$ cat src/psebp_pkg.sv
`default_nettype none

package psebp_pkg;

  // Register indexes of the configuration port.
  localparam int CFG_INDEX_W = 2;
  localparam logic [CFG_INDEX_W-1:0] CFG_SAMPLE_INDEX    = 2'd0;
  localparam logic [CFG_INDEX_W-1:0] CFG_DEFAULT_IV_SIZE = 2'd1;

  // Result kinds.
  localparam logic [1:0] KIND_IV_BYTE     = 2'd0;
  localparam logic [1:0] KIND_ENTRY_COUNT = 2'd1;
  localparam logic [1:0] KIND_ENTRY       = 2'd2;
  localparam logic [1:0] KIND_ERROR       = 2'd3;

  // Status codes.
  localparam logic [1:0] STATUS_OK        = 2'd0;
  localparam logic [1:0] STATUS_BAD_PARAM = 2'd1;
  localparam logic [1:0] STATUS_BAD_DRM   = 2'd2;

  // Box layout.
  localparam logic [4:0] HEADER_BYTES = 5'd24;
  localparam logic [4:0] UUID_START   = 5'd8;
  localparam logic [4:0] ENTRY_BYTES  = 5'd6;
  localparam logic [7:0] IV_SIZE_ZERO_MEANS = 8'd8;

  // Queue depth between stages; a power of two, at least two.
  localparam int QUEUE_DEPTH_DEFAULT = 2;

  // One box byte as it enters the block.
  typedef struct packed {
    logic [7:0] box_byte;
    logic       last_byte;
  } in_item_t;

  // A box byte with its header classification.
  typedef struct packed {
    logic [7:0] box_byte;
    logic       last_byte;
    logic       uuid_bad;
    logic       header_done;
  } tag_item_t;

  // One result item.
  typedef struct packed {
    logic [1:0]  kind;
    logic [7:0]  iv_byte;
    logic [15:0] entry_count;
    logic [15:0] clear_bytes;
    logic [31:0] encrypted_bytes;
    logic [1:0]  status;
    logic        final_res;
  } result_t;

  // Expected UUID of the sample encryption box, byte by byte.
  function automatic logic [7:0] uuid_byte(input logic [3:0] idx);
    logic [7:0] val;
    case (idx)
      4'd0:    val = 8'hA2;
      4'd1:    val = 8'h39;
      4'd2:    val = 8'h4F;
      4'd3:    val = 8'h52;
      4'd4:    val = 8'h5A;
      4'd5:    val = 8'h9B;
      4'd6:    val = 8'h4F;
      4'd7:    val = 8'h14;
      4'd8:    val = 8'hA2;
      4'd9:    val = 8'h44;
      4'd10:   val = 8'h6C;
      4'd11:   val = 8'h42;
      4'd12:   val = 8'h7C;
      4'd13:   val = 8'h64;
      4'd14:   val = 8'h8D;
      default: val = 8'hF4;
    endcase
    return val;
  endfunction

endpackage

`default_nettype wire

$ cat src/psebp_ifs.sv
`default_nettype none

// Box byte channel.
interface psebp_in_if;
  logic       valid;
  logic       ready;
  logic [7:0] box_byte;
  logic       last_byte;

  modport source (output valid, output box_byte, output last_byte, input ready);
  modport sink (input valid, input box_byte, input last_byte, output ready);
endinterface

// Result channel.
interface psebp_out_if;
  logic        valid;
  logic        ready;
  logic [1:0]  kind;
  logic [7:0]  iv_byte;
  logic [15:0] entry_count;
  logic [15:0] clear_bytes;
  logic [31:0] encrypted_bytes;
  logic [1:0]  status;
  logic        final_res;

  modport source (output valid, output kind, output iv_byte, output entry_count,
                  output clear_bytes, output encrypted_bytes, output status,
                  output final_res, input ready);
  modport sink (input valid, input kind, input iv_byte, input entry_count,
                input clear_bytes, input encrypted_bytes, input status,
                input final_res, output ready);
endinterface

// Configuration write channel.
interface psebp_cfg_if;
  logic                              valid;
  logic                              ready;
  logic [psebp_pkg::CFG_INDEX_W-1:0] index;
  logic [31:0]                       data;

  modport source (output valid, output index, output data, input ready);
  modport sink (input valid, input index, input data, output ready);
endinterface

`default_nettype wire

$ cat src/psebp_queue.sv
`default_nettype none

module psebp_queue #(
  parameter int WIDTH = 8,
  parameter int DEPTH = 2
) (
  input  wire logic             clk,
  input  wire logic             rst,
  input  wire logic             push,
  input  wire logic [WIDTH-1:0] push_data,
  output logic                  full,
  input  wire logic             pop,
  output logic [WIDTH-1:0]      pop_data,
  output logic                  empty
);

  localparam int PTR_W = $clog2(DEPTH);
  localparam int CNT_W = $clog2(DEPTH + 1);
  localparam logic [CNT_W-1:0] FULL_FILL = CNT_W'(DEPTH);

  logic [WIDTH-1:0] slots [DEPTH];
  logic [PTR_W-1:0] wr_ptr;
  logic [PTR_W-1:0] rd_ptr;
  logic [CNT_W-1:0] fill;
  logic             do_push;
  logic             do_pop;

  assign full     = (fill == FULL_FILL);
  assign empty    = (fill == '0);
  assign do_push  = push && !full;
  assign do_pop   = pop && !empty;
  assign pop_data = slots[rd_ptr];

  // Storage is written without reset.
  always_ff @(posedge clk) begin
    if (do_push) begin
      slots[wr_ptr] <= push_data;
    end
  end

  // Pointers and fill level.
  always_ff @(posedge clk) begin
    if (rst) begin
      wr_ptr <= '0;
      rd_ptr <= '0;
      fill   <= '0;
    end else begin
      if (do_push) begin
        wr_ptr <= wr_ptr + PTR_W'(1);
      end
      if (do_pop) begin
        rd_ptr <= rd_ptr + PTR_W'(1);
      end
      if (do_push && !do_pop) begin
        fill <= fill + CNT_W'(1);
      end else if (do_pop && !do_push) begin
        fill <= fill - CNT_W'(1);
      end
    end
  end

endmodule

`default_nettype wire

$ cat src/psebp_front.sv
`default_nettype none

module psebp_front #(
  parameter int DEPTH = psebp_pkg::QUEUE_DEPTH_DEFAULT
) (
  input  wire logic             clk,
  input  wire logic             rst,
  psebp_in_if.sink              box,
  output psebp_pkg::tag_item_t  item,
  output logic                  item_valid,
  input  wire logic             item_pop
);

  import psebp_pkg::*;

  logic [4:0] pos;
  logic       in_header;
  logic       in_uuid;
  logic       full;
  logic       empty;
  logic       push;
  tag_item_t  tag_in;
  logic [$bits(tag_item_t)-1:0] pop_bits;

  // A transfer is taken whenever the queue has room.
  assign box.ready = !full;
  assign push      = box.valid && !full;

  // Classify the byte by its place in the fixed 24-byte header.
  assign in_header = (pos < HEADER_BYTES);
  assign in_uuid   = (pos >= UUID_START) && in_header;

  always_comb begin
    tag_in.box_byte    = box.box_byte;
    tag_in.last_byte   = box.last_byte;
    tag_in.uuid_bad    = in_uuid && (box.box_byte != uuid_byte(4'(pos - UUID_START)));
    tag_in.header_done = (pos == HEADER_BYTES - 5'd1);
  end

  // Header position, held once the header is through.
  always_ff @(posedge clk) begin
    if (rst) begin
      pos <= '0;
    end else if (push && in_header) begin
      pos <= pos + 5'd1;
    end
  end

  psebp_queue #(
    .WIDTH ($bits(tag_item_t)),
    .DEPTH (DEPTH)
  ) u_in_queue (
    .clk       (clk),
    .rst       (rst),
    .push      (push),
    .push_data (tag_in),
    .full      (full),
    .pop       (item_pop),
    .pop_data  (pop_bits),
    .empty     (empty)
  );

  assign item       = tag_item_t'(pop_bits);
  assign item_valid = !empty;

endmodule

`default_nettype wire

$ cat src/psebp_parse.sv
`default_nettype none

module psebp_parse (
  input  wire logic                 clk,
  input  wire logic                 rst,
  input  wire logic [31:0]          sample_index,
  input  wire logic [7:0]           default_iv_size,
  input  wire psebp_pkg::tag_item_t item,
  input  wire logic                 item_valid,
  output logic                      item_pop,
  input  wire logic                 res_full,
  output logic                      res_push,
  output psebp_pkg::result_t        res
);

  import psebp_pkg::*;

  localparam logic [3:0] PH_HEADER   = 4'd0;
  localparam logic [3:0] PH_VERFLAGS = 4'd1;
  localparam logic [3:0] PH_ALG      = 4'd2;
  localparam logic [3:0] PH_IVSIZE   = 4'd3;
  localparam logic [3:0] PH_KID      = 4'd4;
  localparam logic [3:0] PH_COUNT    = 4'd5;
  localparam logic [3:0] PH_IV       = 4'd6;
  localparam logic [3:0] PH_NENT     = 4'd7;
  localparam logic [3:0] PH_ENTRY    = 4'd8;
  localparam logic [3:0] PH_SKIP     = 4'd9;

  logic [3:0]  phase, phase_next;
  logic [4:0]  field_byte_count, field_byte_count_next;
  logic [31:0] field_accumulator, field_accumulator_next;
  logic [1:0]  flag_bits, flag_bits_next;
  logic [7:0]  iv_size, iv_size_next;
  logic [31:0] sample_counter, sample_counter_next;
  logic [15:0] entries_left, entries_left_next;
  logic [18:0] skip_bytes_left, skip_bytes_left_next;
  logic        finished, finished_next;
  logic [15:0] held_clear, held_clear_next;

  logic        fire;
  logic        chosen;
  logic [31:0] acc_shift;
  logic [4:0]  cnt_inc;
  logic [18:0] skip_dec;
  logic [18:0] skip_mul;
  logic [15:0] entries_dec;
  logic        have;
  logic        fin;
  logic        known_phase;
  result_t     res_d;

  assign fire     = item_valid && !res_full;
  assign item_pop = fire;
  assign chosen   = (sample_counter == sample_index);

  assign acc_shift   = {field_accumulator[23:0], item.box_byte};
  assign cnt_inc     = field_byte_count + 5'd1;
  assign skip_dec    = skip_bytes_left - 19'd1;
  assign entries_dec = entries_left - 16'd1;
  // Entry count times six, as shift-and-add.
  assign skip_mul    = {1'b0, acc_shift[15:0], 2'b00} + {2'b00, acc_shift[15:0], 1'b0};

  // Field assembly and phase sequencing for one byte.
  always_comb begin
    phase_next             = phase;
    field_byte_count_next  = field_byte_count;
    field_accumulator_next = field_accumulator;
    flag_bits_next         = flag_bits;
    iv_size_next           = iv_size;
    sample_counter_next    = sample_counter;
    entries_left_next      = entries_left;
    skip_bytes_left_next   = skip_bytes_left;
    held_clear_next        = held_clear;
    finished_next          = finished;
    have                   = 1'b0;
    fin                    = 1'b0;
    known_phase            = 1'b1;
    res_d                  = '0;

    if (fire && !finished) begin
      case (phase)
        PH_HEADER: begin
          if (item.uuid_bad) begin
            have         = 1'b1;
            fin          = 1'b1;
            res_d.kind   = KIND_ERROR;
            res_d.status = STATUS_BAD_PARAM;
          end else if (item.header_done) begin
            field_byte_count_next  = '0;
            field_accumulator_next = '0;
            phase_next             = PH_VERFLAGS;
          end
        end
        PH_VERFLAGS: begin
          field_accumulator_next = acc_shift;
          field_byte_count_next  = cnt_inc;
          if (cnt_inc >= 5'd4) begin
            field_byte_count_next = '0;
            flag_bits_next        = acc_shift[1:0];
            if (acc_shift[0]) begin
              phase_next = PH_ALG;
            end else begin
              iv_size_next = (default_iv_size == 8'd0) ? IV_SIZE_ZERO_MEANS
                                                       : default_iv_size;
              phase_next   = PH_COUNT;
            end
          end
        end
        PH_ALG: begin
          field_accumulator_next = acc_shift;
          field_byte_count_next  = cnt_inc;
          if (cnt_inc >= 5'd3) begin
            field_byte_count_next = '0;
            phase_next            = PH_IVSIZE;
          end
        end
        PH_IVSIZE: begin
          iv_size_next = (item.box_byte == 8'd0) ? IV_SIZE_ZERO_MEANS : item.box_byte;
          phase_next   = PH_KID;
        end
        PH_KID: begin
          field_accumulator_next = acc_shift;
          field_byte_count_next  = cnt_inc;
          if (cnt_inc >= 5'd16) begin
            field_byte_count_next = '0;
            phase_next            = PH_COUNT;
          end
        end
        PH_COUNT: begin
          field_accumulator_next = acc_shift;
          field_byte_count_next  = cnt_inc;
          if (cnt_inc >= 5'd4) begin
            field_byte_count_next = '0;
            sample_counter_next   = '0;
            if (sample_index >= acc_shift) begin
              have         = 1'b1;
              fin          = 1'b1;
              res_d.kind   = KIND_ERROR;
              res_d.status = STATUS_BAD_DRM;
            end else begin
              skip_bytes_left_next = {11'd0, iv_size};
              phase_next           = PH_IV;
            end
          end
        end
        PH_IV: begin
          if (chosen) begin
            have          = 1'b1;
            res_d.kind    = KIND_IV_BYTE;
            res_d.iv_byte = item.box_byte;
          end
          skip_bytes_left_next = skip_dec;
          if (skip_dec == '0) begin
            if (flag_bits[1]) begin
              field_byte_count_next = '0;
              phase_next            = PH_NENT;
            end else if (chosen) begin
              fin = 1'b1;
            end else begin
              sample_counter_next  = sample_counter + 32'd1;
              skip_bytes_left_next = {11'd0, iv_size};
            end
          end
        end
        PH_NENT: begin
          field_accumulator_next = acc_shift;
          field_byte_count_next  = cnt_inc;
          if (cnt_inc >= 5'd2) begin
            field_byte_count_next = '0;
            if (chosen) begin
              have              = 1'b1;
              res_d.kind        = KIND_ENTRY_COUNT;
              res_d.entry_count = acc_shift[15:0];
              if (acc_shift[15:0] == 16'd0) begin
                fin = 1'b1;
              end else begin
                entries_left_next = acc_shift[15:0];
                phase_next        = PH_ENTRY;
              end
            end else if (skip_mul == '0) begin
              sample_counter_next  = sample_counter + 32'd1;
              skip_bytes_left_next = {11'd0, iv_size};
              phase_next           = PH_IV;
            end else begin
              skip_bytes_left_next = skip_mul;
              phase_next           = PH_SKIP;
            end
          end
        end
        PH_SKIP: begin
          skip_bytes_left_next = skip_dec;
          if (skip_dec == '0) begin
            sample_counter_next  = sample_counter + 32'd1;
            skip_bytes_left_next = {11'd0, iv_size};
            phase_next           = PH_IV;
          end
        end
        PH_ENTRY: begin
          field_accumulator_next = acc_shift;
          field_byte_count_next  = cnt_inc;
          if (cnt_inc >= ENTRY_BYTES) begin
            field_byte_count_next = '0;
            have                  = 1'b1;
            res_d.kind            = KIND_ENTRY;
            res_d.clear_bytes     = held_clear;
            res_d.encrypted_bytes = acc_shift;
            entries_left_next     = entries_dec;
            if (entries_dec == '0) begin
              fin = 1'b1;
            end
          end else if (cnt_inc == 5'd2) begin
            held_clear_next = acc_shift[15:0];
          end
        end
        default: begin
          known_phase = 1'b0;
        end
      endcase

      if (fin) begin
        finished_next = 1'b1;
      end

      // A box that ends before the run is done is a bad parameter.
      if (known_phase && item.last_byte && !finished_next) begin
        have          = 1'b1;
        fin           = 1'b1;
        finished_next = 1'b1;
        res_d         = '0;
        res_d.kind    = KIND_ERROR;
        res_d.status  = STATUS_BAD_PARAM;
      end
      res_d.final_res = fin;
    end
  end

  assign res_push = fire && !finished && have;
  assign res      = res_d;

  // Control state.
  always_ff @(posedge clk) begin
    if (rst) begin
      phase             <= PH_HEADER;
      field_byte_count  <= '0;
      field_accumulator <= '0;
      flag_bits         <= '0;
      iv_size           <= '0;
      sample_counter    <= '0;
      entries_left      <= '0;
      skip_bytes_left   <= '0;
      finished          <= 1'b0;
      held_clear        <= '0;
    end else begin
      phase             <= phase_next;
      field_byte_count  <= field_byte_count_next;
      field_accumulator <= field_accumulator_next;
      flag_bits         <= flag_bits_next;
      iv_size           <= iv_size_next;
      sample_counter    <= sample_counter_next;
      entries_left      <= entries_left_next;
      skip_bytes_left   <= skip_bytes_left_next;
      finished          <= finished_next;
      held_clear        <= held_clear_next;
    end
  end

  // Once the run has ended, no further result leaves the parser.
  a_quiet_after_end: assert property (@(posedge clk) disable iff (rst)
    finished |-> !res_push)
    else $error("result pushed after the run ended");

  // A final result always ends the run.
  a_final_ends_run: assert property (@(posedge clk) disable iff (rst)
    (res_push && res.final_res) |=> finished)
    else $error("final result did not end the run");

  // Errors are always final.
  a_error_final: assert property (@(posedge clk) disable iff (rst)
    (res_push && res.kind == KIND_ERROR) |-> res.final_res)
    else $error("error result not marked final");

  // While an IV is being read there is always at least one byte of it left.
  a_iv_left: assert property (@(posedge clk) disable iff (rst)
    (!finished && phase == PH_IV) |-> (skip_bytes_left != '0))
    else $error("IV byte count ran out");

endmodule

`default_nettype wire

$ cat src/piff_sample_encryption_box_parser.sv
`default_nettype none

// Channel  | Dir | Handshake    | Payload
// box      | in  | valid/ready  | box_byte[7:0], last_byte
// result   | out | valid/ready  | kind, iv_byte, entry_count, clear_bytes,
//          |     |              | encrypted_bytes, status, final_res
// cfg      | in  | valid/ready  | index, data[31:0]; ready is always high
//
// One box byte per cycle is taken and parsed unless a queue is full; a result
// leaves from the result queue at one per cycle while the sink is ready.
// Each byte moves through an input queue and the parser, and each result through
// a result queue, both of QUEUE_DEPTH entries, so either side can stall alone.
// rst is synchronous and clears the parser, queues and registers; no clearing
// pass is needed.
// After the final result every further byte is taken and dropped until reset.

module piff_sample_encryption_box_parser #(
  parameter int QUEUE_DEPTH = psebp_pkg::QUEUE_DEPTH_DEFAULT
) (
  input wire logic   clk,
  input wire logic   rst,
  psebp_in_if.sink   box,
  psebp_out_if.source result,
  psebp_cfg_if.sink  cfg
);

  import psebp_pkg::*;

  logic [31:0] sample_index;
  logic [7:0]  default_iv_size;
  tag_item_t   item;
  logic        item_valid;
  logic        item_pop;
  logic        res_full;
  logic        res_push;
  result_t     res_in;
  result_t     res_out;
  logic        res_empty;
  logic [$bits(result_t)-1:0] res_bits;

  // Configuration registers.
  assign cfg.ready = 1'b1;

  always_ff @(posedge clk) begin
    if (rst) begin
      sample_index    <= '0;
      default_iv_size <= '0;
    end else if (cfg.valid && cfg.ready) begin
      case (cfg.index)
        CFG_SAMPLE_INDEX:    sample_index    <= cfg.data;
        CFG_DEFAULT_IV_SIZE: default_iv_size <= cfg.data[7:0];
        default: ;
      endcase
    end
  end

  // Front: byte intake and header classification.
  psebp_front #(
    .DEPTH (QUEUE_DEPTH)
  ) u_front (
    .clk        (clk),
    .rst        (rst),
    .box        (box),
    .item       (item),
    .item_valid (item_valid),
    .item_pop   (item_pop)
  );

  // Back: field parsing and result generation.
  psebp_parse u_parse (
    .clk             (clk),
    .rst             (rst),
    .sample_index    (sample_index),
    .default_iv_size (default_iv_size),
    .item            (item),
    .item_valid      (item_valid),
    .item_pop        (item_pop),
    .res_full        (res_full),
    .res_push        (res_push),
    .res             (res_in)
  );

  // Result queue toward the sink.
  psebp_queue #(
    .WIDTH ($bits(result_t)),
    .DEPTH (QUEUE_DEPTH)
  ) u_res_queue (
    .clk       (clk),
    .rst       (rst),
    .push      (res_push),
    .push_data (res_in),
    .full      (res_full),
    .pop       (result.valid && result.ready),
    .pop_data  (res_bits),
    .empty     (res_empty)
  );

  assign res_out                = result_t'(res_bits);
  assign result.valid           = !res_empty;
  assign result.kind            = res_out.kind;
  assign result.iv_byte         = res_out.iv_byte;
  assign result.entry_count     = res_out.entry_count;
  assign result.clear_bytes     = res_out.clear_bytes;
  assign result.encrypted_bytes = res_out.encrypted_bytes;
  assign result.status          = res_out.status;
  assign result.final_res       = res_out.final_res;

endmodule

`default_nettype wire
$ cat src/flat_wrapper.sv
// flat-port wrapper written by rule: the top's interface ports become plain ports
module piff_sample_encryption_box_parser_flat import psebp_pkg::*;
#(
  parameter int QUEUE_DEPTH = psebp_pkg::QUEUE_DEPTH_DEFAULT
)
  (clk, rst, box_valid, box_box_byte, box_last_byte, box_ready, result_valid, result_kind, result_iv_byte, result_entry_count, result_clear_bytes, result_encrypted_bytes, result_status, result_final_res, result_ready, cfg_valid, cfg_index, cfg_data, cfg_ready);
  psebp_in_if box_i ();
  psebp_out_if result_i ();
  psebp_cfg_if cfg_i ();
  input wire logic clk;
  input wire logic rst;
  input wire logic [$bits(box_i.valid)-1:0] box_valid;
  input wire logic [$bits(box_i.box_byte)-1:0] box_box_byte;
  input wire logic [$bits(box_i.last_byte)-1:0] box_last_byte;
  output wire logic [$bits(box_i.ready)-1:0] box_ready;
  output wire logic [$bits(result_i.valid)-1:0] result_valid;
  output wire logic [$bits(result_i.kind)-1:0] result_kind;
  output wire logic [$bits(result_i.iv_byte)-1:0] result_iv_byte;
  output wire logic [$bits(result_i.entry_count)-1:0] result_entry_count;
  output wire logic [$bits(result_i.clear_bytes)-1:0] result_clear_bytes;
  output wire logic [$bits(result_i.encrypted_bytes)-1:0] result_encrypted_bytes;
  output wire logic [$bits(result_i.status)-1:0] result_status;
  output wire logic [$bits(result_i.final_res)-1:0] result_final_res;
  input wire logic [$bits(result_i.ready)-1:0] result_ready;
  input wire logic [$bits(cfg_i.valid)-1:0] cfg_valid;
  input wire logic [$bits(cfg_i.index)-1:0] cfg_index;
  input wire logic [$bits(cfg_i.data)-1:0] cfg_data;
  output wire logic [$bits(cfg_i.ready)-1:0] cfg_ready;
  assign box_i.valid = box_valid;
  assign box_i.box_byte = box_box_byte;
  assign box_i.last_byte = box_last_byte;
  assign box_ready = box_i.ready;
  assign result_valid = result_i.valid;
  assign result_kind = result_i.kind;
  assign result_iv_byte = result_i.iv_byte;
  assign result_entry_count = result_i.entry_count;
  assign result_clear_bytes = result_i.clear_bytes;
  assign result_encrypted_bytes = result_i.encrypted_bytes;
  assign result_status = result_i.status;
  assign result_final_res = result_i.final_res;
  assign result_i.ready = result_ready;
  assign cfg_i.valid = cfg_valid;
  assign cfg_i.index = cfg_index;
  assign cfg_i.data = cfg_data;
  assign cfg_ready = cfg_i.ready;
  piff_sample_encryption_box_parser #(.QUEUE_DEPTH(QUEUE_DEPTH)) u_core (.clk(clk), .rst(rst), .box(box_i), .result(result_i), .cfg(cfg_i));
endmodule
$ cat config.mk
export PLATFORM = sky130hd
export DESIGN_NAME = piff_sample_encryption_box_parser_flat
export DESIGN_NICKNAME = d
export VERILOG_FILES = /design/src/psebp_pkg.sv /design/src/psebp_ifs.sv /design/src/psebp_queue.sv /design/src/psebp_front.sv /design/src/psebp_parse.sv /design/src/piff_sample_encryption_box_parser.sv /design/src/flat_wrapper.sv
export SDC_FILE = /design/constraint.sdc
export NUM_CORES = 1
export LEC_CHECK = 0
export BUFFER_PORTS_ARGS = -buffer_cell sky130_fd_sc_hd__clkbuf_2
export CORE_ASPECT_RATIO = 0.5
export CORE_MARGIN = 5
export CORE_UTILIZATION = 55
export CTS_BUF_LIST = sky130_fd_sc_hd__clkbuf_2
export DETAILED_ROUTE_END_ITERATION = 10
export GPL_TIMING_DRIVEN = 0
export MAX_ROUTING_LAYER = met4
export PLACE_DENSITY = 0.73
export SETUP_SLACK_MARGIN = 0.2
export SLEW_MARGIN = 20
export SYNTH_ARGS = -nofsm -noshare
export SYNTH_HDL_FRONTEND = slang
export SYNTH_HIERARCHICAL = 1
export SYNTH_SLANG_ARGS = --single-unit
$ cat constraint.sdc
create_clock -name clk -period 15.2 [get_ports clk]
set_input_delay 2.28 -clock clk [delete_from_list [all_inputs] [get_ports clk]]
set_output_delay 2.28 -clock clk [all_outputs]
set_load 0.005 [all_outputs]
==> results.sh <==
export IMPL_port_buffers=126
export IMPL_max_freq_mhz=189
export IMPL_nets=2248
export IMPL_cts_tree="yes"
export IMPL_hold_end="u_core/u_parse/skip_bytes_left[3]$_SDFFE_PP0P_"
export IMPL_drive_gt1_share_pct=19.1
export IMPL_yosysSeqAreaShare_pct=46.2
export IMPL_p_per_area_nw_per_um2=133
export IMPL_grt_setup_unrepaired="no"
export IMPL_h_tree_depth=3
export IMPL_drt_wl_total_um=54400
export IMPL_rows=48
export IMPL_post_cts_buffers=0
export IMPL_cts_root_buf="clkbuf_2"
export IMPL_gr_total_overflow=0
export IMPL_core_area_um2=34500
export IMPL_critical_path_max_fanout=10
export IMPL_grt_pass1_vias=14900
export IMPL_status="complete, no violations"
export IMPL_cts_clk_slew_worst_paths_ns=0.11
export IMPL_period_minus_slack_ns=5.29
export IMPL_synth_cell_types=94
export IMPL_syn_to_final_growth_pct=10.5
export IMPL_hp_class="flop to flop"
export IMPL_peakVddDrop_mv=0.0786
export IMPL_gp_congestion=0.983
export IMPL_synth_seq_cells=357
export IMPL_initial_core_util_pct=55.9
export IMPL_die_area_um2=39200
export IMPL_crit_arrival_ns=6.16
export IMPL_tightest_slew_ns=0.939
export IMPL_yosys_warnings=6
export IMPL_hp_start="u_core/u_parse/iv_size[3]$_SDFFE_PP0P_"
export IMPL_finalSetupTns_ns=0
export IMPL_syn_num_nets=2037
export IMPL_dr_first_iter_drc_count=1611
export IMPL_clockBufferDepth=3
export IMPL_async_flop_share_pct=0
export IMPL_firstDrtPassIters=6
export IMPL_ios=128
export IMPL_required_ns=16.08
export IMPL_cts_buffers=80
export IMPL_synth_area_um2=19300
export IMPL_crit_type="flop to flop"
export IMPL_clk_insertion_delay_late_ns=1.00
export IMPL_dr_total_vias=16000
export IMPL_syn_area_per_cell_um2=10.1
export IMPL_regToRegSetupSlack_ns=9.91
export IMPL_fill_cells=2940
export IMPL_whs_path_depth=2
export IMPL_cts_hold_buf=0
export IMPL_cts_resized=0
export IMPL_cts_sinks=357
export IMPL_drcViolationCount=0
export IMPL_yosys_most_used_dff="dfxtp_1"
export IMPL_hold_viol=0
export IMPL_syn_inst=1916
export IMPL_total_power_mw=2.84
export IMPL_setup_viol=0
export IMPL_grt_usage_pct=28.4
export IMPL_final_period_utilization_pct=34.8
export IMPL_rr_worst_depth=16
export IMPL_ant_nets=0
export IMPL_drv_cap=0
export IMPL_grt_pass1_wl_um=84600
export IMPL_die_w_um=275
export IMPL_vias_per_cell=6.00
export IMPL_slew_headroom_pct=37.4
export IMPL_antenna_found_initial=1
export IMPL_wire_per_inst_um=20.5
export IMPL_drv_slew=0
export IMPL_die_h_um=142
export IMPL_p_leak_nw=8.35
export IMPL_clock_skew_ns=0.0750
export IMPL_grt_start_max_net_pins=46
export IMPL_start_kind="flop"
export IMPL_synth_edf_count=176
export IMPL_r2r_end="u_core/u_parse/skip_bytes_left[7]$_SDFFE_PP0P_"
export IMPL_endpoint_kind="flop"
export IMPL_dpl_hpwl_um=40100
## logic make-up after synthesis
group	after synthesis	share of synthesized area, %
mux	148	8.89
flops	357	46.2
other cells	1	0.0194
simple gates	681	18.8
buf+inv	185	4.49
xor+xnor	76	3.49
fa+ha+maj	73	4.77
compound gates	395	13.4
## synthesized netlist by cell type (all sizes together) (6+ instances only)
library cell / number / share of area, %
nand4: 28 / 0.91
nand2b: 86 / 2.8
or2: 7 / 0.23
a22oi: 45 / 1.8
a21o: 18 / 0.70
and2: 29 / 0.94
buf: 39 / 1.6
a211oi: 15 / 0.58
a31oi: 14 / 0.45
a22o: 6 / 0.27
a221oi: 7 / 0.35
nor2b: 10 / 0.35
nand3b: 7 / 0.27
xnor2: 24 / 1.1
nor2: 170 / 3.3
ha: 72 / 4.7
mux2i: 60 / 3.2
mux2: 88 / 5.7
dfxtp: 181 / 19
nor3: 67 / 1.7
inv: 65 / 1.3
o21ai: 78 / 2.0
and4: 8 / 0.36
o211ai: 9 / 0.35
and3: 41 / 1.3
nand3: 46 / 1.2
o22ai: 12 / 0.39
clkbuf: 81 / 1.6
or4: 24 / 0.93
xor2: 52 / 2.4
o211a: 6 / 0.31
a21oi: 112 / 2.9
o31ai: 17 / 0.66
nand2: 88 / 1.7
edfxtp: 176 / 27
or3: 34 / 1.1
nor4: 17 / 0.65
## critical path: stages (launching register included)
cell	delay [ns]
dfxtp_1	0.35
buf_2	0.25
mux2_2	0.54
inv_1	0.38
ha_1	0.32
buf_6	0.14
a21o_1	0.21
a221oi_2	0.49
o221ai_2	0.20
a211o_1	0.33
and4b_1	0.21
o221ai_1	0.42
o31a_4	0.29
clkbuf_1	0.37
buf_2	0.37
a31oi_1	0.14
a21oi_1	0.14
## worst max path at each step
stage / from / end / slack (ns) / cells after the start
floorplan: flop / u_core/u_res_queue/slots[1][0]$_DFFE_PP_ / 10.03 / 15
global placement: flop / u_core/u_res_queue/slots[1][10]$_DFFE_PP_ / 8.30 / 15
detailed placement: flop / u_core/u_parse/skip_bytes_left[7]$_SDFFE_PP0P_ / 10.15 / 16
CTS: flop / u_core/u_parse/skip_bytes_left[7]$_SDFFE_PP0P_ / 10.04 / 16
global route: flop / u_core/u_parse/skip_bytes_left[7]$_SDFFE_PP0P_ / 9.71 / 16
finish: flop / u_core/u_parse/skip_bytes_left[7]$_SDFFE_PP0P_ / 9.91 / 16
## through the flow
stage                     instance area (um^2)  hold WS [ns]  utilization (%)  setup slack, ns  cells
after floorplan                          19300         0.441                -            10.03   1916
after global placement                   20500         0.460             59.4             8.30   2517
after detailed placement                 20600         0.472             59.6            10.15   2520
after CTS                                21300         0.486             61.7            10.04   2660
after global routing                     21300         0.505             61.8             9.71   2662
final                                    21300         0.492             61.8             9.91   2662
## registers in the layout (all words and copies together), names as in the netlist, 8 cells and up, named ones only
register,flops
u_core/default_iv_size,8
u_core/sample_index,32
u_core/u_res_queue/slots,154
u_core/u_parse/iv_size,8
u_core/u_parse/skip_bytes_left,19
u_core/u_parse/field_accumulator,24
u_core/u_parse/held_clear,16
u_core/u_front/u_in_queue/slots,22
u_core/u_parse/sample_counter,32
u_core/u_parse/entries_left,16
## power breakdown
group | total (mW) | switching (mW) | internal [mW]
sequential | 1.21 | 0.0538 | 1.16
combinational | 1.01 | 0.621 | 0.384
clock | 0.615 | 0.383 | 0.232
## area by class of cell
| cell class | instances | area [um^2] | share of cell area (%) |
|---|---|---|---|
| antenna | 2 | 5.00 | 0.0235 |
| buffer | 120 | 622 | 2.92 |
| clock buffer | 122 | 611 | 2.86 |
| clock inverter | 18 | 121 | 0.569 |
| inverter | 65 | 246 | 1.16 |
| multi-input combinational | 1374 | 9540 | 44.7 |
| sequential | 357 | 8910 | 41.8 |
| tap | 475 | 594 | 2.79 |
| timing repair buffer | 129 | 686 | 3.21 |
## per-layer routing
metal | up-vias | routed length [um] | global-route usage [%]
li1 | 7512 | - | -
met1 | 7675 | 24300 | 39.5
met2 | 701 | 23400 | 41.5
met3 | 87 | 5720 | 8.02
met4 | 0 | 1040 | 6.89
met5 | - | 0 | -
## placed cells by master, fill, tap and decap left out, types with 51 or more instances in the layout
cell type / netlist / layout
ha_1: 72 / 72
o21ai_0: 72 / 72
clkbuf_1: 79 / 79
mux2i_1: 59 / 59
nor2_1: 170 / 170
nor3_1: 67 / 66
edfxtp_1: 176 / 176
clkbuf_2: 2 / 250
dfxtp_1: 181 / 181
mux2_2: 58 / 58
nand2_1: 88 / 88
nand2b_1: 86 / 86
xor2_1: 51 / 51
inv_1: 65 / 64
a21oi_1: 112 / 112
(Power assumes the default switching activity.)
